$ cat src/hdl/bb3_pkg.sv
// shared types, constants and the reciprocal table of the 3x3 box blur
// no dependencies; imported by bb3_lane, bb3_merge and the top level
package bb3_pkg;

    localparam int MAX_WIDTH = 1024;
    localparam int ADDR_W    = (MAX_WIDTH > 1) ? $clog2(MAX_WIDTH) : 1;

    localparam int WCFG_W     = 11;
    localparam int HCFG_W     = 16;
    localparam int CFG_IDX_W  = 4;
    localparam int CFG_DATA_W = 16;

    localparam int CH_W      = 8;
    localparam int NUM_CH    = 3;
    localparam int PIX_W     = NUM_CH * CH_W;
    localparam int ROW_W     = 16;
    localparam int OUT_COL_W = 10;

    localparam int SUM_W       = 12;
    localparam int CNT_W       = 4;
    localparam int NUM_W       = 13;
    localparam int RECIP_W     = 20;
    localparam int RECIP_SHIFT = 20;
    localparam int PROD_W      = NUM_W + RECIP_W;

    localparam int LANES      = 4;
    localparam int LANE_IDX_W = 2;

    localparam int S_TDATA_W = 24;
    localparam int M_TDATA_W = 56;
    localparam int M_USED_W  = PIX_W + ROW_W + OUT_COL_W;

    localparam logic [WCFG_W-1:0] WIDTH_RESET  = 11'd1024;
    localparam logic [HCFG_W-1:0] HEIGHT_RESET = 16'd768;

    typedef enum logic [CFG_IDX_W-1:0] {
        REG_IMAGE_WIDTH  = 4'd0,
        REG_IMAGE_HEIGHT = 4'd1
    } cfg_reg_t;

    // channel 0 red, 1 green, 2 blue
    typedef logic [NUM_CH-1:0][CH_W-1:0] pixel_t;

    // [row][col], row 2 and col 2 hold the arriving pixel
    typedef pixel_t [2:0][2:0] window_t;

    typedef struct packed {
        logic                 en;
        logic [ROW_W-1:0]     row;
        logic [OUT_COL_W-1:0] col;
        logic                 frame_done;
    } lane_meta_t;

    // ceil(2^20 / (2*cnt)) for the neighbour counts a 3x3 window can have
    function automatic logic [RECIP_W-1:0] recip(input logic [CNT_W-1:0] cnt);
        logic [RECIP_W-1:0] m;
        case (cnt)
            4'd1:    m = 20'd524288;
            4'd2:    m = 20'd262144;
            4'd3:    m = 20'd174763;
            4'd4:    m = 20'd131072;
            4'd6:    m = 20'd87382;
            4'd9:    m = 20'd58255;
            default: m = '0;
        endcase
        return m;
    endfunction

endpackage

$ cat src/hdl/bb3_merge.sv
// merge stage: collects the lane results of one pixel and sends them in lane order
// depends on bb3_pkg
module bb3_merge (
    input  logic                            aclk,
    input  logic                            aresetn,
    input  logic                            load_valid,
    output logic                            load_ready,
    input  bb3_pkg::lane_meta_t             meta [bb3_pkg::LANES],
    input  bb3_pkg::pixel_t                 pix  [bb3_pkg::LANES],
    output logic                            m_tvalid,
    input  logic                            m_tready,
    output logic [bb3_pkg::M_TDATA_W-1:0]   m_tdata,  // red, green, blue, row, col, zero pad
    output logic                            m_tlast,
    output logic                            m_tuser   // frame_done
);
    import bb3_pkg::*;

    logic [LANES-1:0]      slot_valid_reg;
    logic [LANES-1:0]      slot_valid_next;
    logic [LANES-1:0]      slot_last_reg;
    lane_meta_t            slot_meta_reg [LANES];
    pixel_t                slot_pix_reg  [LANES];
    logic [LANES-1:0]      en_vec;
    logic [LANES-1:0]      last_vec;
    logic                  higher;
    logic [LANE_IDX_W-1:0] sel;
    logic                  load;

    assign load_ready = !(|slot_valid_reg);
    assign load       = load_valid && load_ready;

    always_comb begin
        higher = 1'b0;
        for (int k = LANES - 1; k >= 0; k--) begin
            en_vec[k]   = meta[k].en;
            last_vec[k] = meta[k].en && !higher;
            higher      = higher || meta[k].en;
        end
    end

    always_comb begin
        sel = '0;
        for (int k = LANES - 1; k >= 0; k--) begin
            if (slot_valid_reg[k]) begin
                sel = LANE_IDX_W'(k);
            end
        end
    end

    always_comb begin
        slot_valid_next = slot_valid_reg;
        if (load) begin
            slot_valid_next = en_vec;
        end else if (m_tvalid && m_tready) begin
            slot_valid_next[sel] = 1'b0;
        end
    end

    always_ff @(posedge aclk) begin
        if (!aresetn) begin
            slot_valid_reg <= '0;
        end else begin
            slot_valid_reg <= slot_valid_next;
        end
        if (load) begin
            slot_last_reg <= last_vec;
            slot_meta_reg <= meta;
            slot_pix_reg  <= pix;
        end
    end

    assign m_tvalid = |slot_valid_reg;
    assign m_tdata  = {{(M_TDATA_W - M_USED_W){1'b0}}, slot_meta_reg[sel].col,
                       slot_meta_reg[sel].row, slot_pix_reg[sel]};
    assign m_tlast  = slot_last_reg[sel];
    assign m_tuser  = slot_meta_reg[sel].frame_done;

    a_last_empties: assert property (@(posedge aclk) disable iff (!aresetn)
        (m_tvalid && m_tready && m_tlast) |=> !m_tvalid)
        else $error("results left after last beat of a pixel");

    a_last_is_final: assert property (@(posedge aclk) disable iff (!aresetn)
        m_tvalid |-> (m_tlast == ($countones(slot_valid_reg) == 1)))
        else $error("tlast does not mark the final pending result");

    a_drop_after_last: assert property (@(posedge aclk) disable iff (!aresetn)
        $fell(m_tvalid) |-> $past(m_tready && m_tlast))
        else $error("result dropped before last beat was taken");

endmodule

$ cat config.mk
export PLATFORM = sky130hd
export DESIGN_NAME = bb3_merge
export DESIGN_NICKNAME = d
export VERILOG_FILES = /design/src/hdl/bb3_pkg.sv /design/src/hdl/bb3_merge.sv
export SDC_FILE = /design/constraint.sdc
export NUM_CORES = 1
export LEC_CHECK = 0
export BUFFER_PORTS_ARGS = -buffer_cell sky130_fd_sc_hd__buf_2
export CELL_PAD_IN_SITES_DETAIL_PLACEMENT = 2
export CELL_PAD_IN_SITES_GLOBAL_PLACEMENT = 2
export CORE_UTILIZATION = 30
export CTS_BUF_LIST = sky130_fd_sc_hd__clkbuf_4 sky130_fd_sc_hd__clkbuf_8
export DETAILED_ROUTE_END_ITERATION = 10
export PLACE_DENSITY = 0.75
export SLEW_MARGIN = 0
export SYNTH_ARGS = -nofsm -noshare
export SYNTH_HDL_FRONTEND = slang
export SYNTH_SLANG_ARGS = --single-unit
$ cat constraint.sdc
create_clock -name aclk -period 5.85 [get_ports aclk]
set_input_delay 0.2925 -clock aclk [delete_from_list [all_inputs] [get_ports aclk]]
set_output_delay 0.2925 -clock aclk [all_outputs]
set_load 0.1 [all_outputs]
==> qor.txt <==
======================================================================================
Detailed route wirelength on metal3                                            1.51 mm
Overall fraction of global-route tracks in use                                   22.1%
Post-route met1 wirelength                                                     11.3 mm
Biggest area contributors in the synthesized netlist                      edfxtp_1, a221o_1, a22o_1, a21oi_1, inv_1
Full die area                                                             0.0279 sq mm
Post-CTS Repair Setup Buffers                                                        0
Met2 routed wirelength                                                         17.4 mm
Vias after detailed routing                                                       6316
Worst Hold Class                                                          input pin to flop
Register cell area after layout                                           0.00633 sq mm
Clock Tree Root                                                               clkbuf_8
Number of instances on the worst hold path                                           2
Finished Layout Cells                                                             1337
Library cell appearing most often on the critical path                           buf_4
Number of distinct library cells after synthesis                                    24
Shortest clock period the worst path allows after layout                       3640 ps
Dpl hpwl                                                                       16.1 mm
Biggest cell delay along the critical path                                      570 ps
Post-route ant nets                                                                  0
Setup repair after global routing missed its margin                                 no
Fmax achieved                                                                0.275 GHz
Nets@finish                                                                       1176
TNS Setup                                                                         0 ps
Start point of the worst hold path                                            meta[55]
Detailed-routing iteration count for the pre-antenna-repair pass                     4
Slew @ Worst Pin                                                                817 ps
Logic depth of the worst register-to-register path                                   4
Initial Utilization                                                              30.4%
Slack of the critical path                                                     2210 ps
Total buffers and inverters traversed by the critical path                           3
Worst-path clk slew                                                              60 ps
Post-synthesis to final-layout area growth                                       53.8%
Max clock buf depth                                                                  3
Top-area cell type share of the netlist area                                     76.3%
Post-Layout Inst Area                                                     0.0126 sq mm
Flip-flop count of the largest register, all copies and words added                108
Hold-fix buffer count after cts                                                    206
Area after DPL                                                            0.00976 sq mm
First-pass GRT wire length                                                     45.8 mm
Leading cell type by number of instances after synthesis                      edfxtp_1
Data arrival time of the worst path                                            3350 ps
DP Worst Slack                                                                 2750 ps
Largest net degree at the start of global routing                                   97
DRC violation total after the first TritonRoute iteration                          301
Share of post-route cells with drive strength above 1                            34.3%
Synthesized netlist cell count                                                     481
Number of flip-flops and latches in the synthesized netlist                        212
Library cell contributing the largest single delay on the critical path          buf_4
Average cell area after synthesis                                           17.0 sq um
Kind of critical path                                                     flop to output port
Power per unit of standard cell area                                       372 mW/mm^2
Critical path's top delay family                                          buffers and inverters
Final GP Congestion                                                              0.720
Hold violation total from the final report                                           0
Proportion of synthesized chip area in sequential cells                          77.3%
Post-route worst hold slack                                                    67.3 ps
Cell area after synthesis                                                 0.00818 sq mm
Total CTS buffers                                                                   40
Final Slew Violations                                                                0
Ranking of synthesized cells by instance count                            edfxtp_1, inv_1, a21oi_1, a221o_1, a22o_1
Number of antenna violations at the first check in global routing                    3
Finish-stage setup viols                                                             0
Count of cell instances traversed by the critical path                               5
Count of flip-flops with a built-in enable after synthesis                         208
Vias in the first global route                                                    7507
CTS tree                                                                         built
Clk Latency, worst-skew pair                                                    530 ps
Horiz. Die Dim                                                             167 microns
Final Routed Wirelength                                                        31.0 mm
Type of element capturing the critical path                                output port
Cell count after placement                                                        1057
Critical Path RT                                                               5560 ps
Row count                                                                           60
Highest layer used for signal routing                                             met4
Largest driver fanout on the critical path                                          42
Worst-case clock skew                                                          23.0 ps
Detailed-route vias per instance                                                  4.72
Drt drc                                                                              0
Static leakage                                                                 5.13 nW
Aggregate global routing overflow                                                    0
Warnings from Yosys                                                                  0
Async set-or-reset flop fraction in the synthesized netlist                         0%
Die Y                                                                      167 microns
Area occupied by multi-input gates                                        0.00140 sq mm
Count of buffers inserted at the top-level ports                                   265
Synth Flop Type                                                               edfxtp_1
Headroom to the max-slew limit                                                   45.4%
R2R Path Start                                                            slot_valid_reg[0]$_SDFFE_PN0P_
CTS HTree Levels                                                                     2
CTS Sinks                                                                          212
Launching element of the worst setup path                                 slot_valid_reg[0]$_SDFFE_PN0P_
I/O pin cnt                                                                        272
Count of cells resized by post-cts repair                                            0
Dominant cell type by area after synthesis                                    edfxtp_1
Cells traversed along the worst timing path                               buf_4 -> or2_2 -> buf_4 -> a22o_1 -> buf_2
Status                                                                    complete, no violations
Final period utilization                                                         62.2%
Max-capacitance violation count                                                      0
Kind of launch point of the worst setup path                                      flop
Wirelength per Cell                                                       23.2 microns
Minimum setup slack among reg-to-reg paths                                     2730 ps
Fillcell total                                                                    2618
IR drop worst, VDD                                                              224 uV
Standard cell core area                                                   0.0269 sq mm
======================================================================================
## layer usage
| metal | vias up | global-route usage [%] |
|---|---|---|
| li1 | 2886 | - |
| met1 | 3148 | 23.2 |
| met2 | 239 | 43.2 |
| met3 | 43 | 4.49 |
| met4 | 0 | 7.86 |
| met5 | - | 0 |
## cell type report
| type | count | share of cell area, % |
|---|---|---|
| flip-flops and latches | 212 | 50.3 |
| clock buffers | 55 | 5.32 |
| clock inverters | 15 | 0.706 |
| multi-input cells | 178 | 11.2 |
| diodes | 4 | 0.0795 |
| repair buffers | 478 | 27.4 |
| inverters | 54 | 1.61 |
| well taps | 341 | 3.39 |
## layout by cell type (no fill, tap or decap), types with 2 or more instances in the layout
master           n
buf_4            6
a221o_1         52
clkbuf_4        14
a21oi_1         52
buf_2          265
clkinv_1         9
a22o_1          52
inv_1           54
edfxtp_1       208
dfxtp_2          2
a32o_1           4
clkbuf_8        41
conb_1           6
dlygate4sd3_1  206
diode_2          4
clkinv_2         5
## worst paths after layout
check                              endpoint
max                             m_tdata[48]
min          slot_valid_reg[2]$_SDFFE_PN0P_
max reg2reg     slot_meta_reg[78]$_DFFE_PP_
min reg2reg  slot_valid_reg[3]$_SDFFE_PN0P_
## report_power, final
part | internal, mW | switching (mW) | total, mW
Combinational | 0.331 | 0.995 | 1.33
Sequential | 1.86 | 0.0718 | 1.93
Clock | 0.782 | 0.640 | 1.42
## stage by stage
stage                     total power [mW]  util, %
after floorplan                       2.90        -
after global placement                3.12     36.3
after detailed placement              3.14     36.3
after CTS                             4.67     46.8
after global routing                  4.86     46.8
final                                 4.68     46.8
## cell families after synthesis
family / count (synthesis) / synth area share, %
buffers and inverters: 96 / 5.87
AOI/OAI and AO/OA: 160 / 15.6
DFF: 212 / 77.3
other: 1 / 0.0458
and+or+nand+nor: 12 / 1.16
Power figures use the tool's default switching activity.
