<file path="src/hdl/bb3_pkg.sv">
// shared types, constants and the reciprocal table of the 3x3 box blur
// no dependencies; imported by bb3_lane, bb3_merge and the top level
package bb3_pkg;

    localparam int MAX_WIDTH = 1024;
    localparam int ADDR_W    = (MAX_WIDTH > 1) ? $clog2(MAX_WIDTH) : 1;

    localparam int WCFG_W     = 11;
    localparam int HCFG_W     = 16;
    localparam int CFG_IDX_W  = 4;
    localparam int CFG_DATA_W = 16;

    localparam int CH_W      = 8;
    localparam int NUM_CH    = 3;
    localparam int PIX_W     = NUM_CH * CH_W;
    localparam int ROW_W     = 16;
    localparam int OUT_COL_W = 10;

    localparam int SUM_W       = 12;
    localparam int CNT_W       = 4;
    localparam int NUM_W       = 13;
    localparam int RECIP_W     = 20;
    localparam int RECIP_SHIFT = 20;
    localparam int PROD_W      = NUM_W + RECIP_W;

    localparam int LANES      = 4;
    localparam int LANE_IDX_W = 2;

    localparam int S_TDATA_W = 24;
    localparam int M_TDATA_W = 56;
    localparam int M_USED_W  = PIX_W + ROW_W + OUT_COL_W;

    localparam logic [WCFG_W-1:0] WIDTH_RESET  = 11'd1024;
    localparam logic [HCFG_W-1:0] HEIGHT_RESET = 16'd768;

    typedef enum logic [CFG_IDX_W-1:0] {
        REG_IMAGE_WIDTH  = 4'd0,
        REG_IMAGE_HEIGHT = 4'd1
    } cfg_reg_t;

    // channel 0 red, 1 green, 2 blue
    typedef logic [NUM_CH-1:0][CH_W-1:0] pixel_t;

    // [row][col], row 2 and col 2 hold the arriving pixel
    typedef pixel_t [2:0][2:0] window_t;

    typedef struct packed {
        logic                 en;
        logic [ROW_W-1:0]     row;
        logic [OUT_COL_W-1:0] col;
        logic                 frame_done;
    } lane_meta_t;

    // ceil(2^20 / (2*cnt)) for the neighbour counts a 3x3 window can have
    function automatic logic [RECIP_W-1:0] recip(input logic [CNT_W-1:0] cnt);
        logic [RECIP_W-1:0] m;
        case (cnt)
            4'd1:    m = 20'd524288;
            4'd2:    m = 20'd262144;
            4'd3:    m = 20'd174763;
            4'd4:    m = 20'd131072;
            4'd6:    m = 20'd87382;
            4'd9:    m = 20'd58255;
            default: m = '0;
        endcase
        return m;
    endfunction

endpackage

</file>
<file path="src/hdl/bb3_lane.sv">
// one blur lane: masked 3x3 sums, then mean by reciprocal multiply
// depends on bb3_pkg
module bb3_lane (
    input  logic             aclk,
    input  logic             load_sum,
    input  logic             load_quot,
    input  bb3_pkg::window_t win,
    input  logic [2:0]       row_mask,
    input  logic [2:0]       col_mask,
    output bb3_pkg::pixel_t  pix_out
);
    import bb3_pkg::*;

    logic [SUM_W-1:0]  sum_next [NUM_CH];
    logic [SUM_W-1:0]  sum_reg  [NUM_CH];
    logic [CNT_W-1:0]  cnt_next;
    logic [CNT_W-1:0]  cnt_reg;
    logic [1:0]        rows_n;
    logic [1:0]        cols_n;
    logic [RECIP_W-1:0] recip_m;
    logic [NUM_W-1:0]  num      [NUM_CH];
    logic [PROD_W-1:0] prod     [NUM_CH];
    pixel_t            quot_next;
    pixel_t            pix_reg;

    always_comb begin
        rows_n   = 2'(row_mask[0]) + 2'(row_mask[1]) + 2'(row_mask[2]);
        cols_n   = 2'(col_mask[0]) + 2'(col_mask[1]) + 2'(col_mask[2]);
        cnt_next = CNT_W'(rows_n) * CNT_W'(cols_n);
        for (int ch = 0; ch < NUM_CH; ch++) begin
            sum_next[ch] = '0;
            for (int i = 0; i < 3; i++) begin
                for (int j = 0; j < 3; j++) begin
                    if (row_mask[i] && col_mask[j]) begin
                        sum_next[ch] = sum_next[ch] + SUM_W'(win[i][j][ch]);
                    end
                end
            end
        end
    end

    // (2*sum + cnt) / (2*cnt)
    always_comb begin
        recip_m = recip(cnt_reg);
        for (int ch = 0; ch < NUM_CH; ch++) begin
            num[ch]       = {sum_reg[ch], 1'b0} + NUM_W'(cnt_reg);
            prod[ch]      = PROD_W'(num[ch]) * PROD_W'(recip_m);
            quot_next[ch] = prod[ch][RECIP_SHIFT+CH_W-1:RECIP_SHIFT];
        end
    end

    always_ff @(posedge aclk) begin
        if (load_sum) begin
            sum_reg <= sum_next;
            cnt_reg <= cnt_next;
        end
        if (load_quot) begin
            pix_reg <= quot_next;
        end
    end

    assign pix_out = pix_reg;

endmodule

</file>
<file path="config.mk">
export PLATFORM = sky130hd
export DESIGN_NAME = bb3_lane
export DESIGN_NICKNAME = d
export VERILOG_FILES = /design/src/hdl/bb3_pkg.sv /design/src/hdl/bb3_lane.sv
export SDC_FILE = /design/constraint.sdc
export NUM_CORES = 2
export LEC_CHECK = 0
export ABC_AREA = 1
export BUFFER_PORTS_ARGS = -buffer_cell sky130_fd_sc_hd__buf_2
export CELL_PAD_IN_SITES_DETAIL_PLACEMENT = 0
export CELL_PAD_IN_SITES_GLOBAL_PLACEMENT = 1
export CORE_MARGIN = 2
export CORE_UTILIZATION = 43
export CTS_BUF_LIST = sky130_fd_sc_hd__clkbuf_2
export DETAILED_ROUTE_END_ITERATION = 16
export PLACE_DENSITY_LB_ADDON = 0.1
export SKIP_LAST_GASP = 1
export SLEW_MARGIN = 20
export SYNTH_ARGS = -nofsm -noshare
export SYNTH_HDL_FRONTEND = slang
export SYNTH_SLANG_ARGS = --single-unit
</file>
<file path="constraint.sdc">
create_clock -name aclk -period 7.9 [get_ports aclk]
set_input_delay 0.395 -clock aclk [delete_from_list [all_inputs] [get_ports aclk]]
set_output_delay 0.395 -clock aclk [all_outputs]
set_load 0.02 [all_outputs]
</file>
==> results.md <==
- For this run, the slowest stage of the critical path takes 0.57 ns.
- The internal power contribution is 3.74 mW.
- The full die area is 75200 um2.
- On the final layout, the worst clock skew is 0.133 ns.
- The floorplan step defined a core boundary enclosing 72600 um2.
- The core occupancy in the finished layout is 55.1%.
- The DRC violation count after routing is 0.
- The area share of the leading cell type in the synthesized netlist is between 30 and 40%.
- Sequential cells account for around 7.3% of the total power.
- The detailed-route wire length per cell is approximately 17 um.
- The clock power share is between 3 and 4%.
- The startpoint kind of the worst setup timing path is an input port.
- Of all nets on the critical path, the largest fanout is 7.
- The register with the most flip-flops in the layout has 36 of them.
- Setup repair after global routing could not meet its margin everywhere.
- For this run, the top clock speed supported by timing is 130 MHz.
- The number of placed instances, taps included is 5869.
- Once detail routing completed, the nets flagged for antenna violations numbered 0.
- The count of port buffers added during placement is 248.
- The number of sinks handled by clock tree synthesis is 64.
- The met3 layer usage reported by global route is 4.30%.
- The final hold slack is slightly below 0.2 ns.
- The max-capacitance violation count is 0.
- Summing the sequential cell areas from Yosys gives 6.12% of the chip area.
- The fraction of synthesized cell area in xor and xnor cells is 3.91%.
- The area growth from synthesis to layout is 27.3%.
- The layout cell share with drive strength beyond 1 is 26.9%.
- Dividing the final minimum period by the clock period gives 97.4%.
- In this run the power spent charging and discharging nets is 4.48 mW.
- Fill cells in the final layout number 7189.
- The later-pin clock latency in the skew report is 0.75 ns.
- After floorplanning, the core was divided into slightly below 100 placement rows.
- The first detailed-routing pass took 5 iterations.
- The weighted congestion reported at the end of routability-driven placement is between 0.9 and 1.
- The post-synthesis instance area is 31400 um2.
- The tree is rooted in a sky130_fd_sc_hd__clkbuf_2.
- The total leakage power is between 20 and 25 nW.
- After layout, the design draws a total of 8.21 mW.
- The minimum clock period after layout is 7.69 ns.
- Wires add up to between 90000 and 100000 um.
- For the pin with the worst max-slew slack, the measured transition is 0.906 ns.
- The non-filler instance count after layout is 5945.
- The count of state elements after synthesis is 64.
- The cell family contributing the most delay on the critical path is adder cells.
- After routing, the total negative slack on setup checks comes to 0 ns.
- The switching portion of total power is a little over half.
- The combined buffer and inverter count along the critical path is 7.
- The final layout contains around 6000 nets.
- Of all flip-flops after synthesis, the portion carrying an async set or reset was 0%.
- The y dimension of the die is 274 um.
- On the critical path, the stage with the largest delay is an instance of sky130_fd_sc_hd__fa_2.
- The vias per cell is 4.86.
- The HPWL after detailed placement is between 80000 and 90000 um.
- The violation count after the first detailed-routing iteration is 1265.
- The warning count from the yosys run is 0.
- The simple logic cell fraction of the synthesized area is 21.4%.
- The worst pin sits at a relative slew slack of 39.6%.
- The number of antenna violations at the first check in global routing is 13.
- After Yosys synthesis, full adders, half adders and majority gates account for between 40% and 50% of the synthesized area.
- The post-synthesis cell type count is 67.
- The synthesized netlist devotes roughly 10% of its cell area to compound gates.
- The mean instance size in the synthesized netlist is 7.39 um2.
- The post-CTS clock slew at the launch and capture registers of the worst setup and hold paths is 0.31 ns.
- The overall fraction of global-route tracks in use is 26.2%.
- The largest total area in the synthesized netlist belongs to sky130_fd_sc_hd__fa_1.
- The endpoint type of the worst setup path is a register.
- The via count of the first global-routing pass is 28800.
- The die width is roughly 270 um.
- The global-route track usage on met2 is 46.1%.
- At the worst endpoint, the required time is 8.36 ns.
- The cell with the most instances on the worst path is sky130_fd_sc_hd__inv_2.
- Power spread over the standard cell area amounts to 206 nW/um2.
- The main combinational cell family by area after synthesis is adder cells.
- Setup violations remaining at the end of the flow were counted as 0.
- Combinational logic burns 89.6% of the power.
- The global routing usage on met1 is ~34%.
- The number of enable flip-flop cells after synthesis is 64.
- Synthesis produced a netlist whose cell count is between 4000 and 5000.
- The setup path with the least slack is of type in2reg.
- The final global-route overflow total is 0.
- The arrival time at the worst endpoint is 8.15 ns.
- The effective utilization at floorplan is 43.3%.
- The number of pins with negative max-slew slack in the final report was 0.
- Sorting the synthesized cells by area gives the leading types as sky130_fd_sc_hd__fa_1 31%, sky130_fd_sc_hd__ha_1 15%, sky130_fd_sc_hd__inv_1 12%.
- The maximum level of the CTS H-tree is 3.
- The number of buffers on the longest clock path is 2.
- The number of buffers added by the clock tree synthesis step is 9.
- met2 is the most crowded layer.
- The post-synthesis mux area share is 0.0319%.
- Across the VDD grid, the largest voltage drop is around 0.19 mV.
- The worst hold-check path type is in2reg.
- The final route contains 28900 vias.
- The CTS tree is built.
- The flow ran to the end, and the final reports show no timing, DRC or antenna violations.
- In this run the count of I/O pins placed on the die edge is roughly 250.
- The most used flip-flop cell after synthesis is sky130_fd_sc_hd__edfxtp_1.
- The number of hold buffers added after CTS was 0.
- Entering global routing, the biggest net connects 42 pins.
- The count of endpoints failing hold in the final timing report is 0.
- The first global-routing pass estimated 152000 um of wire.
stage by stage:
stage,setup slack [ns],instance area [um2]
floorplan,-0.00230,31800
global placement,-0.838,37400
detailed placement,-0.890,37400
CTS,-0.0195,37600
global route,-0.0861,40000
finish,0.208,40000
final timing paths:
kind,from,to,slack [ns],cells past startpoint
setup reg to reg,cnt_reg[2]$_DFFE_PP_,pix_out[23]$_DFFE_PP_,0.64,26
hold reg to reg,sum_reg[33]$_DFFE_PP_,pix_out[7]$_DFFE_PP_,1.22,6
setup / recovery,row_mask[0],sum_reg[23]$_DFFE_PP_,0.21,47
hold / removal,win[193],sum_reg[25]$_DFFE_PP_,0.19,4
cells in the final DEF, fill, tap and decap left out, drive strengths merged, types with 9 or more instances in the layout:
cell type,count
fa,479
a21oi,236
conb,12
ha,365
nand3,201
inv,1025
a21o,12
o21a,18
nand2,923
nor2,327
o21bai,17
clkbuf,9
a31oi,31
buf,769
o22ai,9
and2,13
nand4,26
xnor2,51
nand3b,15
xor2,89
o21ai,182
or2,38
edfxtp,64
nor3,19
power by group through the flow:
stage	Combinational, mW	Clock (mW)	Sequential (mW)
global placement	6.81	0	0.605
CTS	6.91	0.263	0.599
detailed placement	6.85	0	0.607
finish	7.36	0.253	0.598
global route	8.40	0.269	0.609
floorplan	4.62	0	0.666
layout make-up:
class | count | area [um2] | area share (%)
Clock buffer | 9 | 45.0 | 0.113
Antenna cell | 4 | 10.0 | 0.0250
Sequential cell | 64 | 1920 | 4.81
Tap cell | 959 | 1200 | 3.00
Multi-Input combinational cell | 3104 | 27600 | 69.1
Clock inverter | 7 | 78.8 | 0.197
Inverter | 1028 | 3880 | 9.71
Timing Repair inverter | 1 | 8.76 | 0.0219
Timing Repair Buffer | 769 | 5210 | 13.0
cell usage after synthesis, types with 13 or more instances:
cell,number
sky130_fd_sc_hd__or2_2,38
sky130_fd_sc_hd__clkbuf_1,29
sky130_fd_sc_hd__o21ai_0,120
sky130_fd_sc_hd__o21ai_1,23
sky130_fd_sc_hd__nor2_1,315
sky130_fd_sc_hd__o21ai_2,39
sky130_fd_sc_hd__a31oi_1,25
sky130_fd_sc_hd__nand3_1,189
sky130_fd_sc_hd__inv_2,15
sky130_fd_sc_hd__edfxtp_1,64
sky130_fd_sc_hd__inv_1,1007
sky130_fd_sc_hd__xor2_1,89
sky130_fd_sc_hd__a21oi_1,233
sky130_fd_sc_hd__and2_1,13
sky130_fd_sc_hd__o21bai_1,17
sky130_fd_sc_hd__ha_1,365
sky130_fd_sc_hd__nand4_1,25
sky130_fd_sc_hd__nor3_1,19
sky130_fd_sc_hd__fa_1,479
sky130_fd_sc_hd__nand2_2,35
sky130_fd_sc_hd__nand2_1,880
sky130_fd_sc_hd__xnor2_1,51
tightest hold or removal path, cell delays in order:
cell and delay (ns):
sky130_fd_sc_hd__buf_2 0.10, sky130_fd_sc_hd__fa_1 0.16, sky130_fd_sc_hd__nand2_1 0.05, sky130_fd_sc_hd__nand2_1 0.11
cell families (layout without fill, tap and decap cells):
logic type | Yosys count | count (layout)
adders and majority gates | 844 | 844
AOI/OAI and AO/OA | 537 | 537
other | 2 | 16
xor gates and xnor gates | 140 | 140
buffers and inverters | 1090 | 1814
DFF | 64 | 64
and+or+nand+nor | 1570 | 1570
muxes | 1 | 1
what timing repair did:
item	4_1_cts	5_1_grt
gates resized for setup	14	422
hold endpoints to repair	0	0
cloned	0	1
buffers inserted	3	53
endpoints found under the setup margin	5	18
pin swaps	6	223
routing by layer:
layer	wire length [um]	share of wire, %
met2	48700	49
met1	43000	44
met5	119	0.12
met3	4710	4.8
met4	2040	2.1
(Power assumes the default switching activity.)
