===== src/hdl/bb3_ram.sv =====
// generic simple dual-port ram with registered read
// no dependencies
module bb3_ram #(
    parameter int WIDTH = 8,
    parameter int DEPTH = 16,
    localparam int AW   = (DEPTH > 1) ? $clog2(DEPTH) : 1
) (
    input  logic             clk,
    input  logic             we,
    input  logic [AW-1:0]    waddr,
    input  logic [WIDTH-1:0] wdata,
    input  logic             re,
    input  logic [AW-1:0]    raddr,
    output logic [WIDTH-1:0] rdata
);

    logic [WIDTH-1:0] mem_reg [DEPTH];
    logic [WIDTH-1:0] rdata_reg;

    always_ff @(posedge clk) begin
        if (we) begin
            mem_reg[waddr] <= wdata;
        end
        if (re) begin
            rdata_reg <= mem_reg[raddr];
        end
    end

    assign rdata = rdata_reg;

endmodule


===== config.mk =====
export PLATFORM = sky130hd
export DESIGN_NAME = bb3_ram
export DESIGN_NICKNAME = d
export VERILOG_FILES = /design/src/hdl/bb3_ram.sv
export SDC_FILE = /design/constraint.sdc
export NUM_CORES = 1
export LEC_CHECK = 0
export BUFFER_PORTS_ARGS = -buffer_cell sky130_fd_sc_hd__buf_2
export CAP_MARGIN = 10
export CORE_AREA = 2 2 111 113
export DETAILED_ROUTE_END_ITERATION = 10
export DIE_AREA = 0 0 113 115
export HOLD_SLACK_MARGIN = 0.15
export PLACE_DENSITY = 0.59
export SLEW_MARGIN = 5
export SYNTH_ARGS = -nofsm -noshare
export SYNTH_HDL_FRONTEND = slang
export SYNTH_SLANG_ARGS = --single-unit

===== constraint.sdc =====
create_clock -name clk -period 2.58 [get_ports clk]
set_input_delay 0.516 -clock clk [delete_from_list [all_inputs] [get_ports clk]]
set_output_delay 0.516 -clock clk [all_outputs]
set_load 0.01 [all_outputs]

==> metrics.yaml, run 1 <==
hold_path:
  holdCritPathClass: "input pin to flop"
synthesis:
  synth_area_sq_mm: 0.00523
  synth_top_cell_by_area: "edfxtp_1"
  synthTopCellsByCount: "136 x edfxtp_1, 18 x mux4_2, 16 x a22oi_1, 14 x mux4_1, 13 x nor2_1"
  synth_cell_type_count: 18
  synth_top_area_frac: 0.781
  yosysMostFrequentCell: "edfxtp_1"
  synth_nets: 248
  ys_top_cells_by_area: "edfxtp_1 78%, mux4_2 7.8%, mux4_1 7.0%"
  yosysWarnings: 0
  synth_flop_cell: "edfxtp_1"
  synth-seq-cells: 136
  synth_edf_count: 136
  synth-seq-area-share: 0.781
  syn_inst: 229
  syn_avg_cell_area_sq_um: 22.8
  synthArstFlopShare: 0
detailed_routing:
  wire_per_inst_um: 23.4
  ant_nets: 0
  met3_length_um: 586
  drc: 3
  dr_total_vias: 2467
  wl_um: 10400
  top_layer: "met4"
  drt-vias-per-instance: 5.53
  drt-pass1-iter-count: 7
  drtIter0Drc: 202
  wl_met1_um: 4690
  wl_met2_um: 4950
timing:
  drv_slew: 0
  clock.fmax_ghz: 0.557
  timing.slew.headroom: 0.686
  finalSetupTns_ps: 0
  hold_viol: 0
  finClkSkew_ps: 7.29
  worst_slew_pin_slew_ps: 471
  min_period_ps: 1800
  fin_ws_ps: 783
  rsz0062_at_grt: "no"
  fin_crit_sh: 0.696
  setup_viol: 0
floorplan:
  die_y_um: 115
  die_x_um: 113
  coreArea_sq_mm: 0.0118
  die_area_sq_mm: 0.0130
  ioPinCount: 27
  rows: 40
  start_util: 0.443
layout:
  final_util: 0.527
  syn_to_final_growth_pct: 19.1
  antenna_cells: 0
  final_layout_size_suffix_gt1_frac: 0.308
  largest_reg_flops: 128
  layout.nets: 305
outcome:
  violations: "DRC"
  status: "finished with violations"
global_route:
  grt_overflow_total: 0
  grt_max_degree: 20
  grtUsageTotal: 0.175
  antenna_found_initial: 0
  first_global_vias: 2480
  grt_pass1_wl_um: 15600
setup_path:
  worst_ep_required_time_ps: 2720
  path_class: "input pin to flop"
  cp.arrival_ps: 1930
  cp-start-kind: "input pin"
  critPathMaxFanout: 19
  critPathCaptureType: "flop"
clocking:
  cts_tree: "yes"
  cts_resized: 0
  clk-insertion-delay-late_ps: 400
  path_clk_slew_ps: 60
  cts_sinks: 136
  cts_root_buffer: "clkbuf_16"
  cts_post_setup_buffers_inserted: 0
  cts_max_level: 4
  postCtsHoldBufs: 0
  clock_path_buffers: 2
  cts_buffers: 17
placement:
  place_congestion: 0.752
  pre_cts_ws_ps: 368
  dp_hpwl_um: 6410
  port_buffers: 26
pwr:
  ir_drop_v: 0.000478
  p_leak_uw: 0.00212
  powerDensity_mw_per_mm2: 827
run:
  cap_violations: 0
[where the power goes]
group	switching, uW	internal, uW
clock	816	1600
combinational	132	98.1
sequential	14.6	2490
[worst max-delay path, cell delays in order]
cell     delay [ps]
buf_2           160
buf_12          210
mux4_1          560
a22oi_1         380
nand2_1         100
[cell families (layout without fill, tap and decap cells)]
logic type             Yosys count  after routing  synth area share
AOI/OAI and AO/OA               16             16            0.0230
buffers and inverters           10             80            0.0165
DFF                            136            136             0.781
muxes                           32             32             0.148
and+or+nand+nor                 35             35            0.0314
[stage by stage]
stage | cells | hold slack (ps) | area, sq um | power (uW)
CTS | 446 | 464 | 6230 | 5190
finish | 446 | 474 | 6230 | 5150
global placement | 414 | 720 | 5630 | 2780
detailed placement | 414 | 744 | 5630 | 2780
floorplan | 229 | 615 | 5230 | 2680
global route | 446 | 475 | 6230 | 5300
[final timing paths]
check / startpoint / endpoint / slack, ps / depth (start not counted)
min reg2reg: mem_reg[8][3] / rdata[3] / 750 / 3
max reg2reg: mem_reg[8][5] / rdata[5] / 980 / 3
max: raddr[0] / rdata[5] / 780 / 5
min: wdata[1] / mem_reg[6][1] / 470 / 1
[routing by layer]
layer,up-vias,GRT usage
met5,-,0
met4,0,0.0756
met3,12,0.0469
met2,84,0.264
met1,1275,0.243
li1,1096,-
[layout make-up]
type / instances / area, sq um
Clock buffer: 21 / 440
Clock inverter: 11 / 154
Fill cell: 907 / 5580
Multi-Input combinational cell: 83 / 1060
Sequential cell: 136 / 4080
Tap cell: 147 / 184
Timing Repair Buffer: 48 / 308
[layout by cell type, fill, tap and decap left out]
| master | synthesis | final |
|---|---|---|
| nand3b_1 | 2 | 2 |
| bufinv_16 | 0 | 4 |
| and2_1 | 1 | 1 |
| clkinv_2 | 0 | 3 |
| or3b_2 | 1 | 1 |
| nor2b_1 | 1 | 1 |
| clkbuf_16 | 0 | 17 |
| nand2b_1 | 2 | 2 |
| and2b_1 | 1 | 1 |
| clkinvlp_4 | 0 | 1 |
| mux4_2 | 18 | 18 |
| nor2_1 | 13 | 13 |
| buf_12 | 0 | 1 |
| buf_4 | 1 | 21 |
| nand2_1 | 9 | 9 |
| nand3_1 | 1 | 1 |
| mux4_1 | 14 | 14 |
| clkinv_1 | 0 | 3 |
| edfxtp_1 | 136 | 136 |
| a22oi_1 | 16 | 16 |
| buf_2 | 3 | 26 |
| nor3_1 | 4 | 4 |
| clkbuf_1 | 0 | 4 |
Power figures use the tool's default switching activity.
==> inputs of run 2 (changes only) <==
--- a/config.mk
+++ b/config.mk
@@ -5,13 +5,14 @@
 export SDC_FILE = /design/constraint.sdc
 export NUM_CORES = 1
 export LEC_CHECK = 0
+export ABC_AREA = 1
 export BUFFER_PORTS_ARGS = -buffer_cell sky130_fd_sc_hd__buf_2
 export CAP_MARGIN = 10
-export CORE_AREA = 2 2 111 113
+export CORE_AREA = 2 2 117 119
 export DETAILED_ROUTE_END_ITERATION = 10
-export DIE_AREA = 0 0 113 115
+export DIE_AREA = 0 0 119 121
 export HOLD_SLACK_MARGIN = 0.15
-export PLACE_DENSITY = 0.59
+export PLACE_DENSITY = 0.61
 export SLEW_MARGIN = 5
 export SYNTH_ARGS = -nofsm -noshare
 export SYNTH_HDL_FRONTEND = slang
==> constraint.sdc (replaced) <==
create_clock -name clk -period 1.6 [get_ports clk]
set_input_delay 0.32 -clock clk [delete_from_list [all_inputs] [get_ports clk]]
set_output_delay 0.32 -clock clk [all_outputs]
set_load 0.01 [all_outputs]
==> run 2 against run 1 <==
Cell count rose by 75%. The run now ends clean. Via count rose by 57%. Largest power group unchanged. Register-to-register slack got worse by 570 ps. Flip-flop and latch count did not move. Critical path depth fell by 4. Clock power rose by 32%. Non-clock buffer count rose by 2. Sequential power rose by 61%. Worst hold slack got worse by 200 ps. Clock-buffer cell count fell by 1.
==> metrics.yaml, run 2 <==
hold_path:
  holdCritStartpoint: "re"
  holdCritPathClass: "input pin to flop"
  hold_depth: 1  # unchanged
  hold-path-endpoint: "rdata[0]"
floorplan:
  rows: 42  # +5.0%
  start_util: 0.447  # +0.00425
  die_area_sq_mm: 0.0144  # +11%
  die_y_um: 121  # +5.2%
  die_x_um: 119  # +5.3%
  coreArea_sq_mm: 0.0131  # +11%
  ioPinCount: 27  # unchanged
synthesis:
  syn_avg_cell_area_sq_um: 10.6  # -54%
  synth_top_area_frac: 0.698  # -0.0828
  ys_top_cells_by_area: "edfxtp_1 70%, nand2_1 11%, nand3_1 8.3%"
  synth_nets: 570  # +130%
  synth-seq-cells: 136  # unchanged
  synth_edf_count: 136  # unchanged
  synth-seq-area-share: 0.698  # -0.0828
  synth_area_sq_mm: 0.00585  # +12%
  synth_top_cell_by_area: "edfxtp_1"
  yosysMostFrequentCell: "nand2_1"
  synth_flop_cell: "edfxtp_1"
  synth_cell_type_count: 11  # -7
  syn_inst: 551  # +140%
  yosysWarnings: 0  # unchanged
  synthArstFlopShare: 0  # unchanged
  synthTopCellsByCount: "173 x nand2_1, 136 x edfxtp_1, 100 x inv_1, 97 x nand3_1, 17 x nor2_1"
global_route:
  use_met2: 0.324  # +0.0597
  antenna_found_initial: 0  # unchanged
  first_global_vias: 3891  # +57%
  grtUsageTotal: 0.199  # +0.0246
  grt_max_degree: 65  # +230%
  top_usage_layer: "met2"
  grtUsageMet3: 0.0385  # -0.00838
  grt_pass1_wl_um: 20800  # +34%
  grt_overflow_total: 0  # unchanged
  met1_usage: 0.256  # +0.0130
timing:
  rsz0062_at_grt: "no"
  hold_slack_ps: 274  # -200 ps
  min_period_ps: 1340
  finalSetupTns_ps: 0  # unchanged
  setup_viol: 0  # unchanged
  finClkSkew_ps: 5.13  # -2.16 ps
  hold_viol: 0  # unchanged
  timing.slew.headroom: 0.573  # -0.113
  worst_slew_pin_slew_ps: 640  # +169 ps
  drv_slew: 0  # unchanged
  fin_crit_sh: 0.836
  clock.fmax_ghz: 0.747
layout:
  antenna_cells: 0  # unchanged
  syn_to_final_growth_pct: 15.0
  final_cell_mix: "173 x nand2_1, 136 x edfxtp_1, 100 x inv_1"
  final_layout_size_suffix_gt1_frac: 0.119  # -0.189
  final_util: 0.514  # -0.0135
  layout_commonest_cell: "nand2_1"
  largest_reg_flops: 128  # unchanged
  layout.nets: 615  # +100%
setup_path:
  crit_chain: "buf_2"
  critPathTopFamily: "flip-flops"
  critPathCaptureType: "output pin"
  rr_worst_depth: 6  # +3
  crit_slowest_cell: "edfxtp_1"
  crit_buf_inv: 1  # -1
  cp_slowest_stage_delay_ps: 440  # -120 ps
  cp-startpoint: "rdata[5]"
  cp.arrival_ps: 1020  # -910 ps
  critPathMaxFanout: 1  # -18
  path_class: "flop to output pin"
  cp-start-kind: "flop"
  r2r_slack_ps: 410  # -570 ps
  worst_ep_required_time_ps: 1280  # -1440 ps
  r2r-end: "rdata[6]"
  r2r_start: "mem_reg[7][6]"
detailed_routing:
  dr_total_vias: 3868  # +57%
  drt-vias-per-instance: 4.95  # -11%
  drc: 0  # -3
  wl_um: 13100  # +26%
  ant_nets: 0  # unchanged
  drtIter0Drc: 372  # +84%
  drt-pass1-iter-count: 6  # -1
  wire_per_inst_um: 16.8  # -28%
pwr:
  powerDensity_mw_per_mm2: 1150  # +39%
  ir_drop_v: 0.000528  # +11%
  p_leak_uw: 0.00290  # +37%
clocking:
  postCtsHoldBufs: 0  # unchanged
  clk-insertion-delay-late_ps: 420  # +20 ps
  cts_resized: 0  # unchanged
  cts_max_level: 4  # unchanged
  clock_path_buffers: 2  # unchanged
  cts_tree: "yes"
  cts_buffers: 17  # unchanged
  cts_sinks: 136  # unchanged
  path_clk_slew_ps: 50  # about the same
  cts_root_buffer: "clkbuf_16"
  cts_post_setup_buffers_inserted: 0  # unchanged
placement:
  place_congestion: 0.858  # +14%
  dp_hpwl_um: 8160  # +27%
  port_buffers: 26  # unchanged
run:
  cap_violations: 0  # unchanged
outcome:
  status: "finished, final reports clean"
run 2: cell types whose count changed in the layout (fill, tap and decap cells not counted), moves of 2 or more:
cell       delta
nand2_1     +164
inv_1       +100
nand3_1      +96
mux4_2       -18
a22oi_1      -16
mux4_1       -14
bufinv_16     -4
nor2_1        +4
nor3_1        -4
clkinv_1      +3
buf_12        +2
inv_2         +2
nand2b_1      -2
run 2: metrics by stage:
step / total power, uW / worst slack [ps] / std cells / cell area (sq um)
after global placement: 4610 / 30.2 / 753 / 6250
final: 7730 / 262 / 782 / 6720
after CTS: 7790 / 253 / 782 / 6720
after detailed placement: 4610 / 30.8 / 753 / 6250
after global routing: 8000 / 231 / 782 / 6720
after floorplan: 4400 / 329 / 551 / 5850
run 2: final cells by class:
class                           instances  area [sq um]
Tap cell                              176           220
Fill cell                            1167          6360
Sequential cell                       136          4080
Inverter                              102           383
Multi-Input combinational cell        289          1210
Clock inverter                          9          37.5
Clock buffer                           20           437
Timing Repair Buffer                   50           348
run 2: how the worst max path moves through the flow:
stage / to / depth (start not counted)
global placement: rdata[1] / 6
global route: rdata[7] / 1
CTS: rdata[5] / 1
floorplan: mem_reg[10][0] / 2
finish: rdata[5] / 1
detailed placement: rdata[1] / 6
run 2: where the power goes:
| group | total [uW] | switching, uW | leakage (uW) | internal (uW) |
|---|---|---|---|---|
| combinational | 502 | 352 | 0.00143 | 150 |
| clock | 3190 | 1290 | 0.000234 | 1900 |
| sequential | 4040 | 23.3 | 0.00124 | 4020 |
run 2: cell families after synthesis:
family                 count (synthesis)  synth area share
and+or+nand+nor                      289             0.208
DFF                                  136             0.698
buffers and inverters                126            0.0939
run 2: metal layers:
metal | vias to the layer above | share of wire
met4 | 0 | 0.023
met2 | 133 | 0.48
met1 | 1848 | 0.44
li1 | 1868 | -
met5 | - | 0
met3 | 19 | 0.054
run 2: worst reg2reg max path, cell delays in order (launching register included):
cell,delay (ps)
edfxtp_1,350
inv_1,60
nand2_1,50
nand3_1,90
nand3_1,130
nand3_1,190
nand2_1,70
==> inputs of run 3 (changes only) <==
--- a/config.mk
+++ b/config.mk
@@ -5,12 +5,12 @@
 export SDC_FILE = /design/constraint.sdc
 export NUM_CORES = 1
 export LEC_CHECK = 0
-export ABC_AREA = 1
+export ABC_AREA = 0
 export BUFFER_PORTS_ARGS = -buffer_cell sky130_fd_sc_hd__buf_2
 export CAP_MARGIN = 10
-export CORE_AREA = 2 2 117 119
+export CORE_AREA = 2 2 111 113
 export DETAILED_ROUTE_END_ITERATION = 10
-export DIE_AREA = 0 0 119 121
+export DIE_AREA = 0 0 113 115
 export HOLD_SLACK_MARGIN = 0.15
 export PLACE_DENSITY = 0.61
 export SLEW_MARGIN = 5
==> constraint.sdc (replaced) <==
create_clock -name clk -period 1.2 [get_ports clk]
set_input_delay 0.24 -clock clk [delete_from_list [all_inputs] [get_ports clk]]
set_output_delay 0.24 -clock clk [all_outputs]
set_load 0.01 [all_outputs]
==> run 3 against run 2 <==
The run now ends with DRC, setup timing left. Largest power group unchanged. First-iteration DRC count fell by 54%. Highest routed layer unchanged. Register-to-register slack got worse by 600 ps. Worst setup slack got worse by 450 ps. Via count fell by 36%.
==> metrics.yaml, run 3 (synthesis gave the netlist of run 1 again) <==
outcome:
  status: "finished with violations"
  violations: "DRC, setup timing"
clocking:
  cts_post_setup_buffers_inserted: 0  # unchanged
  cts_root_buffer: "clkbuf_16"
  cts_buffers: 17  # unchanged
  cts_sinks: 136  # unchanged
  clock_path_buffers: 2  # unchanged
  path_clk_slew_ps: 50  # about the same
  clk-insertion-delay-late_ps: 410  # about the same
  postCtsHoldBufs: 0  # unchanged
  cts_tree: "yes"
  cts_max_level: 4  # unchanged
floorplan:
  die_x_um: 113  # -5.0%
  ioPinCount: 27  # unchanged
  start_util: 0.443  # -0.00425
  coreArea_sq_mm: 0.0118  # -9.7%
  rows: 40  # -4.8%
  die_y_um: 115  # -5.0%
  die_area_sq_mm: 0.0130  # -9.8%
setup_path:
  cp.arrival_ps: 1540  # +520 ps
  r2r-end: "rdata[3]"
  worstSetupEndpoint: "rdata[3]"
  critPathCaptureType: "flop"
  critPathMaxFanout: 1  # unchanged
  r2r_slack_ps: -190  # -600 ps
  worst_ep_required_time_ps: 1350  # +70 ps
  cp-startpoint: "mem_reg[9][3]"
  r2r_start: "mem_reg[9][3]"
  cp-start-kind: "flop"
  path_class: "flop to flop"
  rr_worst_depth: 3  # -3
global_route:
  grt_pass1_wl_um: 14700  # -29%
  grt_max_degree: 17  # -74%
  first_global_vias: 2591  # -33%
  grt_overflow_total: 0  # unchanged
  grtUsageTotal: 0.163  # -0.0362
  antenna_found_initial: 0  # unchanged
detailed_routing:
  drtIter0Drc: 170  # -54%
  drc: 3  # +3
  drt-vias-per-instance: 5.36  # +8.4%
  drt-pass1-iter-count: 7  # +1
  wl_um: 9580  # -27%
  ant_nets: 0  # unchanged
  wire_per_inst_um: 20.8  # +24%
  dr_total_vias: 2466  # -36%
timing:
  drv_slew: 0  # unchanged
  rsz0062_at_grt: "yes"
  hold_viol: 0  # unchanged
  timing.slew.headroom: 0.449  # -0.124
  hold_slack_ps: 196  # -77.9 ps
  min_period_ps: 1390
  fin_ws_ps: -187  # -449 ps
  setup_viol: 9  # +9
  fin_crit_sh: 1.16
  finalSetupTns_ps: -1370  # -1370 ps
  worst_slew_pin_slew_ps: 824  # +184 ps
  finClkSkew_ps: 5.17  # +0.0399 ps
  clock.fmax_ghz: 0.721
pwr:
  ir_drop_v: 0.00101  # +91%
  p_leak_uw: 0.00220  # -24%
  p_total_uw: 11100  # +43%
  powerDensity_mw_per_mm2: 1680  # +46%
placement:
  pre_cts_ws_ps: -621  # -652 ps
  place_congestion: 0.730  # -15%
  port_buffers: 26  # unchanged
  dp_hpwl_um: 6430  # -21%
hold_path:
  holdCritPathClass: "input pin to flop"
  hold_depth: 1  # unchanged
layout:
  largest_reg_flops: 128  # unchanged
  layout.nets: 320  # -48%
  antenna_cells: 0  # unchanged
  final_layout_size_suffix_gt1_frac: 0.466  # +0.348
  layout_commonest_cell: "edfxtp_1"
  final_cell_mix: "136 x edfxtp_1, 32 x mux4_2, 25 x buf_2"
  syn_to_final_growth_pct: 26.0
run:
  cap_violations: 0  # unchanged
[run 3: worst max-delay path: stages, from the launching register on]
cell and delay, ps:
edfxtp_1 370, mux4_2 470, a22oi_2 210, nand2_1 80
[run 3: power breakdown]
group / internal, uW / switching [uW] / leakage (uW) / total, uW
Sequential: 5350 / 27.9 / 0.00124 / 5380
Combinational: 302 / 319 / 0.000675 / 620
Clock: 3240 / 1830 / 0.000285 / 5070
Total: 8890 / 2170 / 0.00220 / 11100
[run 3: cell type report]
class | count | area (sq um)
clock inverters | 13 | 155
well taps | 147 | 184
fillers | 900 | 5230
flip-flops and latches | 136 | 4080
multi-input cells | 83 | 1120
repair buffers | 63 | 614
clock buffers | 18 | 429
[run 3: routing by layer]
metal,routed length [um],share of wire,track usage,vias to the layer above
li1,-,-,-,1116
met2,4990,0.52,0.275,54
met5,0,0,0,-
met1,4120,0.43,0.194,1286
met4,144,0.015,0.0846,0
met3,333,0.035,0.0448,10
[run 3: per-stage QoR]
| stage | std cells | instance area [sq um] | utilization |
|---|---|---|---|
| 2_1_floorplan | 229 | 5280 | - |
| 3_3_place_gp | 429 | 5950 | 0.504 |
| 3_5_place_dp | 429 | 5950 | 0.504 |
| 4_1_cts | 460 | 6590 | 0.558 |
| 5_1_grt | 460 | 6590 | 0.558 |
| 6_report | 460 | 6590 | 0.558 |
[run 3: repair_timing]
action / 4_1_cts / 5_1_grt
resized for setup: 13 / 0
endpoints found under the setup margin: 13 / 13
pin swaps: 4 / 1
[run 3: worst min-delay path by stage]
stage	endpoint	from	slack, ps
floorplan	mem_reg[0][0]	wdata[0]	340
global placement	rdata[3]	re	630
detailed placement	rdata[0]	re	620
CTS	rdata[7]	re	180
global route	rdata[2]	re	190
finish	rdata[3]	re	200
